File: src/rtl/irpr_pkg.sv
// Shared types and constants for the oversampled IR packet receiver.
// No dependencies; used by the framer, the hold unit, the top level and the checker.
package irpr_pkg;

	localparam int unsigned PHASES_PER_BIT = 3;
	localparam int unsigned BITS_PER_BYTE  = 8;
	localparam int unsigned PACKET_BYTES   = 3;
	localparam int unsigned CODE_W         = 16;
	localparam int unsigned HOLD_W         = 16;

	localparam logic [HOLD_W-1:0] HOLD_RESET = 16'd200;
	// byte_slot value that means the packet is complete and the framer is idle
	localparam logic [1:0] SLOT_IDLE = 2'(PACKET_BYTES);

	typedef logic [CODE_W-1:0] code_t;
	typedef logic [HOLD_W-1:0] hold_t;
	typedef logic [7:0]        byte_t;

	// latch event from the framer to the hold unit
	typedef struct packed {
		logic  fresh;
		code_t code;
	} latch_t;

	// one result beat
	typedef struct packed {
		code_t held_code;
		logic  code_fresh;
		logic  code_active;
	} result_t;

endpackage

File: src/rtl/ir_oversampled_packet_receiver.sv
// Top level of the oversampled IR packet receiver: framer, hold unit and result register.
// Depends on irpr_pkg, irpr_framer and irpr_hold.
//
// One receiver sample enters per beat and produces exactly one result beat in the next
// cycle, through a single result register. The block sustains one sample per cycle when
// not stalled: all state updates for a sample are done in one pass between the state
// registers and the result register. in_stall is high only while the result register
// holds a beat that the downstream side is stalling. Three samples form one bit (any low
// sample sets it), bits pack LSB first into three bytes, and after the third byte the
// code {byte2, byte1} is latched once and held for hold_ticks samples. hold_ticks resets
// to 200; the user writes it through cfg only while idle, which the block does not enforce.
module ir_oversampled_packet_receiver (
	input  logic                  clk,
	input  logic                  arst_n,
	input  logic                  in_valid,
	output logic                  in_stall,
	input  logic                  rx_level,
	output logic                  out_valid,
	input  logic                  out_stall,
	output irpr_pkg::code_t       held_code,
	output logic                  code_fresh,
	output logic                  code_active,
	input  logic                  cfg_valid,
	output logic                  cfg_ready,
	input  irpr_pkg::hold_t       cfg_data
);

	logic              step;
	logic              out_valid_q;
	irpr_pkg::latch_t  latch;
	irpr_pkg::result_t result;
	irpr_pkg::result_t result_q;

	assign in_stall  = out_valid_q & out_stall;
	assign step      = in_valid & ~in_stall;
	assign cfg_ready = 1'b1;

	irpr_framer u_framer (
		.clk      (clk),
		.arst_n   (arst_n),
		.step     (step),
		.rx_level (rx_level),
		.latch    (latch)
	);

	irpr_hold u_hold (
		.clk       (clk),
		.arst_n    (arst_n),
		.step      (step),
		.latch     (latch),
		.cfg_valid (cfg_valid & cfg_ready),
		.cfg_data  (cfg_data),
		.result    (result)
	);

	always_ff @(posedge clk or negedge arst_n) begin
		if (!arst_n)
			out_valid_q <= 1'b0;
		else if (!in_stall)
			out_valid_q <= in_valid;
	end

	always_ff @(posedge clk) begin
		if (step)
			result_q <= result;
	end

	assign out_valid   = out_valid_q;
	assign held_code   = result_q.held_code;
	assign code_fresh  = result_q.code_fresh;
	assign code_active = result_q.code_active;

endmodule

File: src/rtl/irpr_framer.sv
// Bit and byte framing: sample phase, bit and byte counters, byte store, packet latch event.
// Depends on irpr_pkg.
module irpr_framer (
	input  logic            clk,
	input  logic            arst_n,
	input  logic            step,
	input  logic            rx_level,
	output irpr_pkg::latch_t latch
);

	logic [1:0]            phase_q;
	logic [2:0]            bit_q;
	logic [1:0]            slot_q;
	logic                  pending_q;
	logic                  taken_q;
	irpr_pkg::byte_t       bytes_q [irpr_pkg::PACKET_BYTES];

	logic                  low;
	logic                  pend;
	logic                  idle;
	logic                  restart;
	logic                  do_latch;
	logic [2:0]            phase_sum;
	logic                  bit_wrap;
	logic [1:0]            phase_base;
	logic [2:0]            bit_base;
	logic [1:0]            slot_base;
	logic [1:0]            phase_d;
	logic [2:0]            bit_d;
	logic [1:0]            slot_d;
	logic                  pending_d;
	logic                  taken_d;
	irpr_pkg::byte_t       bytes_d [irpr_pkg::PACKET_BYTES];

	always_comb begin
		low      = ~rx_level;
		pend     = pending_q | low;
		idle     = (slot_q == irpr_pkg::SLOT_IDLE);
		do_latch = idle & ~taken_q;
		restart  = low & idle;

		for (int i = 0; i < int'(irpr_pkg::PACKET_BYTES); i++) begin
			if (do_latch)
				bytes_d[i] = '0;
			else if (!idle && slot_q == 2'(i))
				bytes_d[i] = bytes_q[i] | (8'(pend) << bit_q);
			else
				bytes_d[i] = bytes_q[i];
		end

		pending_d = idle ? pend : 1'b0;
		taken_d   = restart ? 1'b0 : (taken_q | do_latch);

		phase_base = restart ? '0 : phase_q;
		bit_base   = restart ? '0 : bit_q;
		slot_base  = restart ? '0 : slot_q;

		// a phase of 3 never occurs, but wraps like 2
		phase_sum = {1'b0, phase_base} + 3'd1;
		bit_wrap  = 1'b0;
		phase_d   = phase_sum[1:0];
		bit_d     = bit_base;
		slot_d    = slot_base;
		if (phase_sum >= 3'(irpr_pkg::PHASES_PER_BIT)) begin
			phase_d = '0;
			bit_d   = bit_base + 3'd1;
			bit_wrap = (bit_base == 3'(irpr_pkg::BITS_PER_BYTE - 1));
			if (bit_wrap && slot_base != irpr_pkg::SLOT_IDLE)
				slot_d = slot_base + 2'd1;
		end

		latch.fresh = step & do_latch;
		latch.code  = {bytes_q[2], bytes_q[1]};
	end

	always_ff @(posedge clk or negedge arst_n) begin
		if (!arst_n) begin
			phase_q   <= '0;
			bit_q     <= '0;
			slot_q    <= '0;
			pending_q <= 1'b0;
			taken_q   <= 1'b0;
			for (int i = 0; i < int'(irpr_pkg::PACKET_BYTES); i++)
				bytes_q[i] <= '0;
		end else if (step) begin
			phase_q   <= phase_d;
			bit_q     <= bit_d;
			slot_q    <= slot_d;
			pending_q <= pending_d;
			taken_q   <= taken_d;
			for (int i = 0; i < int'(irpr_pkg::PACKET_BYTES); i++)
				bytes_q[i] <= bytes_d[i];
		end
	end

endmodule

File: src/rtl/irpr_hold.sv
// Hold countdown, held code register and the hold_ticks configuration register.
// Depends on irpr_pkg; fed by irpr_framer latch events.
module irpr_hold (
	input  logic              clk,
	input  logic              arst_n,
	input  logic              step,
	input  irpr_pkg::latch_t  latch,
	input  logic              cfg_valid,
	input  irpr_pkg::hold_t   cfg_data,
	output irpr_pkg::result_t result
);

	irpr_pkg::hold_t hold_ticks_q;
	irpr_pkg::hold_t count_q;
	irpr_pkg::code_t code_q;
	irpr_pkg::hold_t count_dec;
	irpr_pkg::hold_t count_d;
	irpr_pkg::code_t code_d;

	always_comb begin
		count_dec = (count_q != '0) ? count_q - irpr_pkg::hold_t'(1) : count_q;
		code_d    = (count_dec == '0) ? '0 : code_q;
		count_d   = count_dec;
		if (latch.fresh) begin
			code_d  = latch.code;
			count_d = hold_ticks_q;
		end
		result.held_code   = code_d;
		result.code_fresh  = latch.fresh;
		result.code_active = (count_d != '0);
	end

	always_ff @(posedge clk or negedge arst_n) begin
		if (!arst_n) begin
			hold_ticks_q <= irpr_pkg::HOLD_RESET;
			count_q      <= '0;
			code_q       <= '0;
		end else begin
			if (cfg_valid)
				hold_ticks_q <= cfg_data;
			if (step) begin
				count_q <= count_d;
				code_q  <= code_d;
			end
		end
	end

endmodule

File: config.mk
export PLATFORM = sky130hd
export DESIGN_NAME = ir_oversampled_packet_receiver
export DESIGN_NICKNAME = d
export VERILOG_FILES = /design/src/rtl/irpr_pkg.sv /design/src/rtl/ir_oversampled_packet_receiver.sv /design/src/rtl/irpr_framer.sv /design/src/rtl/irpr_hold.sv
export SDC_FILE = /design/constraint.sdc
export NUM_CORES = 1
export LEC_CHECK = 0
export BUFFER_PORTS_ARGS = -buffer_cell sky130_fd_sc_hd__buf_2
export CORE_ASPECT_RATIO = 1.2
export CORE_MARGIN = 5
export CORE_UTILIZATION = 40
export CTS_BUF_LIST = sky130_fd_sc_hd__clkbuf_4 sky130_fd_sc_hd__clkbuf_8
export DETAILED_ROUTE_END_ITERATION = 12
export HOLD_SLACK_MARGIN = 0.03
export SETUP_SLACK_MARGIN = 0.3
export SYNTH_ARGS = -nofsm -noshare
export SYNTH_HDL_FRONTEND = slang
export SYNTH_SLANG_ARGS = --single-unit
File: constraint.sdc
create_clock -name clk -period 2.57 [get_ports clk]
set_clock_uncertainty 0.1 [all_clocks]
set_input_delay 0.3855 -clock clk [delete_from_list [all_inputs] [get_ports clk]]
set_output_delay 0.3855 -clock clk [all_outputs]
set_load 0.02 [all_outputs]
Word level (Yosys, flattened, before mapping)
Index checks and enable logic that the tools add are counted.
{ "op_classes": {"add_sub_neg": 4, "order_cmp": 1, "eq_ne": 5, "shift": 1, "n_mux": 17, "bitwise": 12, "n_reduce_logical": 11} }
{ "ops": {"columns": ["cell", "count"], "rows": [
  ["two-way mux 16 bit", 4],
  ["two-way mux 8 bit", 4],
  ["nonzero test 16 bit", 2],
  ["zero test 16 bit", 1],
  ["OR 8 bit", 2],
  ["subtractor 16 x 1 -> 16 bit (second input constant)", 1],
  ["two-way mux 2 bit", 5],
  ["left shift 1 x 3 -> 8 bit", 1],
  ["two-way mux 3 bit", 2],
  ["AND 1 bit", 5],
  ["== test 2 bit (second input constant)", 2],
  ["AND reduction 2 bit", 2],
  ["nonzero test 2 bit", 2],
  ["adder 2 x 1 -> 3 bit (second input constant)", 1],
  ["adder 3 x 1 -> 3 bit (second input constant)", 1],
  ["== test 3 bit (second input constant)", 1],
  [">= comparator 3 x 2 -> 1 bit (second input constant)", 1],
  ["logical AND 1 bit", 3],
  ["inverter 1 bit", 3],
  ["adder 2 x 1 -> 2 bit (second input constant)", 1],
  ["== test 2 x 1 -> 1 bit (second input constant)", 1],
  ["two-way mux 1 bit", 2],
  ["inequality test 2 bit (second input constant)", 1],
  ["OR 1 bit", 2],
  ["zero test 1 bit", 1]
]} }
{ "totals": {"register_bits": 92, "output_inout_bits": 21} }

Depth between registers and ports, before layout
Gate-level depths: netlist of the first run.
{ "logic_depth": {"ltp_word": 7, "depth_mapped": 10, "mapped_depth_nobuf": 9} }

Hierarchy
A second synthesis of the first run with hierarchy kept.
{ "unflattened": {"cells_unflattened": 473, "hier_area_um2": 4813.4} }
{ "by_module_without_submodules": {"columns": ["mod", "n_inst", "cells_each", "area_per_inst_um2", "seq_area_each_um2"], "rows": [
  ["irpr_hold", 1, 340, 3040.4, 1204.9],
  ["irpr_framer", 1, 109, 1171.1, 625.6],
  ["ir_oversampled_packet_receiver", 1, 24, 601.8, 565.5]
]} }

Least setup slack after synthesis of the first run
Ideal clock, no wire load.
{ "synth_path": {"path_kind": "flip-flop to flip-flop", "startpoint": "reg u_hold.count_q[0]", "endpoint": "reg result_q (netlist bit held_code[10]), data pin", "setup_time_ps": 256, "t_arrival_ps": 2360, "required_ps": 2214, "path_slack_ps": -147, "stages_incl_launch_ff": 10, "path_buffers": 1, "period_less_slack_ps": 2717, "cell_sequence": "dfrtp_1 -> inv_1 -> ha_1 -> nor4b_4 -> nand4b_2 -> a221oi_1 -> o211a_1 -> a41oi_4 -> buf_6 -> a22o_1"} }
{ "synth_lines": {"columns": ["element", "line_no", "source"], "rows": [
  ["from (decl)", "irpr_hold.sv:14", "irpr_pkg::hold_t count_q;"],
  ["from (signal assigned)", "irpr_hold.sv:42", "count_q <= count_d;"],
  ["to (signal assigned)", "ir_oversampled_packet_receiver.sv:65", "result_q <= result;"],
  ["to (decl)", "ir_oversampled_packet_receiver.sv:32", "irpr_pkg::result_t result_q;"]
]} }

==> results of run 1 <==
## registers in the layout, indices dropped and copies added, names as in the netlist, named ones only
name / count
u_hold.code_q: 16
u_hold.count_q: 16
u_framer.slot_q: 2
u_framer.phase_q: 2
u_framer.latch: 16
code_fresh: 1
u_hold.hold_ticks_q: 16
held_code: 16
u_framer.pending_q: 1
code_active: 1
u_framer.bit_q: 3
out_valid: 1
## final timing paths
| check | to | cells past startpoint |
|---|---|---|
| max | held_code[1]$_DFFE_PP_ | 7 |
| min | out_valid$_DFFE_PN0N_ | 2 |
| max reg2reg | held_code[1]$_DFFE_PP_ | 7 |
| min reg2reg | out_valid$_DFFE_PN0N_ | 2 |
| max in group asynchronous | u_hold.count_q[15]$_DFFE_PN0P_ | 3 |
| min in group asynchronous | u_hold.count_q[11]$_DFFE_PN0P_ | 3 |
## what timing repair did
item	in CTS	in global routing
setup buffers	10	2
hold buffers	1	0
pin swaps	9	2
hold endpoints to repair	71	0
endpoints found under the setup margin	33	43
resized for setup	20	9
cloned	1	0
## power groups by stage
| stage | Clock (mW) | Sequential (mW) | Combinational (mW) |
|---|---|---|---|
| floorplan | 0 | 2.15 | 1.24 |
| global placement | 0 | 2.18 | 1.88 |
| detailed placement | 0 | 2.20 | 1.92 |
| CTS | 0.940 | 2.17 | 2.15 |
| global route | 0.999 | 2.23 | 2.42 |
| finish | 0.903 | 2.18 | 2.21 |
## Yosys cell counts (all sizes together), types with 2 or more instances
master and number:
edfxtp 18, clkbuf 21, o211a 2, a41oi 2, a32o 2, a21o 3
nand4 7, dfrtp 71, nor4 6, nand2 58, and4 3, nor2b 7
o2bb2ai 2, o21ai 45, nor3b 3, or2 2, or3 3, o31ai 4
inv 8, o32ai 2, o22a 2, buf 6, o22ai 2, a22o 16
a31oi 7, xnor2 2, nand3 8, nor2 43, a21oi 33, nand2b 4
nor3 7, or4 2, mux2i 4, dfstp 3, mux2 17, nand4b 2
ha 7, nor4b 2, and2 3
## metal layers
metal	wire length, um	global-route usage (%)	up-vias
li1	-	-	1802
met1	4730	20.2	1813
met2	5470	28.1	65
met3	402	3.58	19
met4	216	5.65	0
met5	0	0	-
## area by class of cell
class | instances | area, um^2 | share of cell area, %
clock buffer | 12 | 153 | 2.71
timing repair buffer | 94 | 647 | 11.5
clock inverter | 4 | 25.0 | 0.444
multi-input combinational | 325 | 2190 | 38.9
tap | 154 | 193 | 3.42
inverter | 9 | 35.0 | 0.621
sequential | 92 | 2400 | 42.5
## cells in the final DEF, fill, tap and decap left out, types with 7 or more instances in the layout
cell type,instances
edfxtp_1,18
buf_4,48
nor3_1,7
nand2_1,58
nand3_1,8
o21ai_0,26
o21ai_2,8
dfrtp_1,70
a21oi_1,32
buf_2,41
o21ai_1,11
a22o_1,16
nor2_1,43
mux2_2,16
clkbuf_8,10
## logic make-up (layout without fill, tap and decap cells)
kind of cell / count (synthesis) / count (layout)
DFF: 92 / 92
muxes: 21 / 21
buffers and inverters: 36 / 119
xor gates and xnor gates: 3 / 3
AOI/OAI and AO/OA: 130 / 130
and+or+nand+nor: 162 / 163
adders and majority gates: 7 / 7
other: 1 / 1
## per-stage QoR
step,cells,TNS (ns)
after global routing,690,-1.60
after detailed placement,660,-1.71
final,690,0
after global placement,660,-1.79
after CTS,688,0
after floorplan,452,-0.563
==> key figures, run 1 <==
Outcome
  – Outcome: complete, no violations

Pwr
  – PnR Total Power: 5.28 mW
  – Share of total power in the clock network: 17.1%
  – Reg power frac: 41.2%
  – Logic pwr share: 41.7%
  – Power Dens Cells: 937 nW/um^2
  – Switch share: 37.5%
  – Peak supply drop: 0.472 mV
  – Pleak: 2.46 nW
  – NetSw: 1.98 mW
  – Internal Pwr Total: 3.30 mW

Synthesis
  – Area contributors post-synth: dfrtp_1, edfxtp_1, o21ai_0, nand2_1, mux2_2
  – Mux cell area share after synthesis: 5.06%
  – #FFs+latches synth: 92
  – Cells after synthesis: 452
  – Synth Area in XOR/XNOR: 0.574%
  – Predominant post-synthesis flop cell: dfrtp_1
  – Syn Nets: 481
  – Register area share after synthesis: 52.3%
  – EDFF count, synth: 18
  – Complex-gate fraction of the synthesized area: 18.5%
  – Post-synth top area share: 38.8%
  – Ys async rst share: 80.4%
  – Adder-cell share of the synthesized area: 1.91%
  – Netlist cell types: 63
  – Largest family of logic cells by synthesized area: compound AO/OA/AOI/OAI gates
  – Post-Syn Area: 4580 um^2
  – Simple-gate share of the synthesized area: 18.2%
  – Syn. warnings: 0
  – Post-synth top area cell: dfrtp_1
  – Syn_area_per_cell: 10.1 um^2

Drt
  – Remaining DRCs: 0
  – DRT iter0 DRCs: 200
  – Vias after detailed routing: 3699
  – Routed Wire Length: 10.8 mm
  – Routed length per instance: 15.7 um
  – DRT Pass-1 Iters: 4
  – ANT nets after route: 0
  – Vias per cell: 5.36

Timing
  – PnR worst setup slack: 0.00374 ns
  – Fin crit share: 99.9%
  – Final hold violation count: 0
  – Slew HR: 64.8%
  – Slew Viols, Final: 0
  – Fmax: 0.390 GHz
  – Final critical-path required period: 2.57 ns
  – Fin Hold WS: 0.117 ns
  – RSZ-0062 raised after global routing: true
  – # setup viols final: 0
  – Least-Margin Pin Slew: 0.527 ns

Critical path
  – Critical path arrival: 2.59 ns
  – Flop-to-flop setup slack: 0.004 ns
  – Critical Path Fanout Max: 16
  – CP required: 2.60 ns
  – Reg-to-reg critical path startpoint: u_hold.count_q[3]$_DFFE_PN0P_
  – WS Path Type: reg -> reg
  – Buffers and inverters on the worst path: 1
  – Critical-path cell list: or4_4 -> nor4b_4 -> and4_4 -> o211a_4 -> a41oi_4 -> buf_12 -> a22o_1
  – CP top delay family: simple AND/OR/NAND/NOR gates
  – Worst Setup End Kind: flop
  – Largest stage delay on the critical path: 0.58 ns
  – Kind of start point of the critical path: flop
  – CP max stage cell: or4_4
  – Worst setup path start: u_hold.count_q[3]$_DFFE_PN0P_

Final layout
  – Layout area overhead: 23.2%
  – Fillers: 1071
  – Ant. Diodes: 0
  – Util after Layout: 50.6%
  – Share of cells above drive strength 1: 31.5%
  – Post-layout instance area: 5640 um^2
  – Final Net Count: 560

Global routing
  – Vias in the first global route: 3646
  – Remaining global-route overflow: 0
  – Largest net degree at the start of global routing: 47
  – Global-route wire length before repair: 17.9 mm
  – Gr usage total: 16.3%
  – Initial antenna violation count: 0

Die
  – Boundary pin count: 43
  – Die Wd: 108 um
  – Total die area: 13700 um^2
  – Core area: 11100 um^2
  – Rows: 42
  – Initial Utilization: 41.1%
  – Die Span Y: 127 um

CTS
  – Clock Latency Late Sink: 0.37 ns
  – Root buf cell: clkbuf_8
  – H-tree levels: 3
  – Clock Path Buffers: 2
  – Worst-path clk slew: 0.09 ns
  – Clock sinks: 92
  – CTS tree: yes
  – CTS Buf Count: 9

Placed design
  – IO buf count: 41
  – Placed cell area: 5230 um^2
  – Final HPWL DP: 7.50 mm
  – Gpl congestion: 0.861
  – Post-Place Worst Slack: -0.123 ns

Worst hold path
  – Hold WC Path Type: in -> reg
  – HP Start: in_valid

Job
  – Max cap viols: 0
No activity file was read; power rests on OpenSTA's default activity.
==> run 2, diff against run 1 <==
--- a/config.mk
+++ b/config.mk
@@ -5,6 +5,7 @@
 export SDC_FILE = /design/constraint.sdc
 export NUM_CORES = 1
 export LEC_CHECK = 0
+export ABC_AREA = 1
 export BUFFER_PORTS_ARGS = -buffer_cell sky130_fd_sc_hd__buf_2
 export CORE_ASPECT_RATIO = 1.2
 export CORE_MARGIN = 5
==> run 2 against run 1 <==
Net effect: clock power increased by 7.1%; final area decreased by 2.9%; count of clock-buffer cells in the layout decreased by 3; worst hold slack got worse by 0.015 ns; critical path type unchanged; largest cell class unchanged.
==> key figures, run 2 <==
Drt
  – Vias per cell: 4.92
  – ANT nets after route: 0
  – DRT Pass-1 Iters: 4
  – Vias after detailed routing: 3818
  – Remaining DRCs: 0
  – DRT iter0 DRCs: 218
  – Routed Wire Length: 11.4 mm
  – Routed length per instance: 14.6 um

Synthesis
  – Post-synth top area cell: dfrtp_1
  – Post-Syn Area: 4680 um^2
  – Netlist cell types: 33
  – Commonest cells post-synth: nand2_1, dfrtp_1, nor2_1
  – Top-count cell post-synth: nand2_1
  – Register area share after synthesis: 51.2%
  – #FFs+latches synth: 92
  – Syn_area_per_cell: 8.31 um^2
  – Ys async rst share: 80.4%
  – Post-synth top area share: 38.0%
  – Cells after synthesis: 563
  – Area contributors post-synth: dfrtp_1, nand2_1, edfxtp_1, nor2_1, o21ai_0
  – Syn. warnings: 0
  – Predominant post-synthesis flop cell: dfrtp_1
  – EDFF count, synth: 18
  – Syn Nets: 592

Timing
  – Fmax: 0.443 GHz
  – Setup TNS: 0 ns
  – Fin crit share: 87.9%
  – RSZ-0062 raised after global routing: true
  – Final hold violation count: 0
  – # setup viols final: 0
  – Slew Viols, Final: 0
  – Fin Hold WS: 0.103 ns
  – Final critical-path required period: 2.26 ns

Pwr
  – Pleak: 2.68 nW
  – Peak supply drop: 0.339 mV
  – PnR Total Power: 5.23 mW
  – Power Dens Cells: 955 nW/um^2

Global routing
  – Vias in the first global route: 3871
  – Initial antenna violation count: 0
  – Gr usage total: 17.2%
  – Global-route wire length before repair: 18.9 mm
  – Remaining global-route overflow: 0
  – Largest net degree at the start of global routing: 75

Die
  – Die Span Y: 128 um
  – Initial Utilization: 40.6%
  – Core area: 11500 um^2
  – Total die area: 14000 um^2
  – Rows: 43
  – Boundary pin count: 43
  – Die Wd: 109 um

CTS
  – Clock sinks: 92
  – CTS tree: yes
  – H-tree levels: 3
  – Clock Latency Late Sink: 0.38 ns
  – Worst-path clk slew: 0.11 ns
  – Clock Path Buffers: 2
  – Root buf cell: clkbuf_8
  – CTS Buf Count: 9

Critical path
  – Worst Setup End Kind: flop
  – CP max stage cell: dfrtp_1
  – Critical Path Fanout Max: 5
  – Crit-path most repeated cell: nand3_1
  – WS Path Type: reg -> reg
  – CP required: 2.60 ns
  – Critical-path cell list: nor2_2 -> nand2_2 -> nor2_4 -> nand3_1 -> nand2_1 -> o21ai_0 -> nor2_1 -> nand3_1 -> nor2_1 -> nand3_1
  – Kind of start point of the critical path: flop
  – Largest stage delay on the critical path: 0.45 ns
  – Critical path arrival: 2.29 ns

Final layout
  – Share of cells above drive strength 1: 23.9%
  – Layout area overhead: 17.1%
  – Final Net Count: 643
  – Most frequent cells in the layout: nand2_1, dfrtp_1, nor2_1
  – Most common cell after layout, fill and taps aside: nand2_1
  – Ant. Diodes: 0
  – Fillers: 1155

Outcome
  – Outcome: complete, no violations

Placed design
  – IO buf count: 41
  – Final HPWL DP: 7.86 mm
  – Gpl congestion: 0.933

Worst hold path
  – Hold WC Path Type: in -> reg

Job
  – Max cap viols: 0
[run 2: worst max-delay path, delay by kind of cell (launching register included)]
family | cells | cell delay, ns
and+or+nand+nor | 9 | 1.34
DFF | 1 | 0.45
AOI/OAI and AO/OA | 1 | 0.11
[run 2: area by class of cell]
type	instances	area [um^2]	area share, %
flip-flops and latches	92	2400	43.8
repair buffers	60	394	7.20
clock inverters	7	67.6	1.23
multi-input cells	414	2150	39.3
inverters	37	143	2.60
well taps	157	196	3.59
clock buffers	9	124	2.26
[run 2: kinds of logic after synthesis]
group	Yosys count	share of synthesized area (%)
AOI/OAI and AO/OA	67	7.41
buffers and inverters	58	5.16
and+or+nand+nor	322	30.6
other	1	0.0802
xor gates and xnor gates	3	0.562
adders and majority gates	7	1.87
DFF	92	51.2
muxes	13	3.13
[run 2: repair_timing]
action	in CTS	in global routing
hold endpoints to repair	71	0
cloned	0	1
buffers inserted	5	2
pin swaps	4	5
resized for setup	10	17
hold buffers	1	0
setup endpoints to repair	33	51
[run 2: worst paths after layout]
| check | startpoint | endpoint | slack [ns] | cells past startpoint |
|---|---|---|---|---|
| max | u_hold.count_q[7]$_DFFE_PN0P_ | code_active$_DFFE_PP_ | 0.31 | 10 |
| min | cfg_data[5] | u_hold.hold_ticks_q[5]$_DFFE_PN0P_ | 0.10 | 3 |
| max reg2reg | u_hold.count_q[7]$_DFFE_PN0P_ | code_active$_DFFE_PP_ | 0.31 | 10 |
| min reg2reg | out_valid$_DFFE_PN0N_ | out_valid$_DFFE_PN0N_ | 0.40 | 2 |
| max in group asynchronous | arst_n | u_hold.hold_ticks_q[3]$_DFFE_PN1P_ | 1.57 | 3 |
| min in group asynchronous | arst_n | u_hold.hold_ticks_q[5]$_DFFE_PN0P_ | 0.47 | 3 |
[run 2: per-stage QoR]
stage          area, um^2  std cells  setup slack (ns)  utilization [%]
2_1_floorplan        4680        563             0.405                -
3_3_place_gp         5080        751             0.114             44.1
3_5_place_dp         5080        751            0.0284             44.1
4_1_cts              5380        773             0.306             46.7
5_1_grt              5480        776             0.184             47.6
6_report             5480        776             0.312             47.6
[run 2: layer usage]
layer | GRT usage, % | routed length [um] | vias to the layer above
met3 | 3.71 | 414 | 22
met2 | 28.4 | 5610 | 72
met5 | 0 | 0 | -
li1 | - | - | 1911
met1 | 21.8 | 5060 | 1813
met4 | 6.91 | 272 | 0
[run 2: report_power, final]
part | internal [mW] | leakage, nW | total, mW | switching, mW
Clock | 0.375 | 0.0989 | 0.967 | 0.592
Sequential | 1.80 | 1.12 | 2.07 | 0.272
Combinational | 0.769 | 1.46 | 2.19 | 1.42
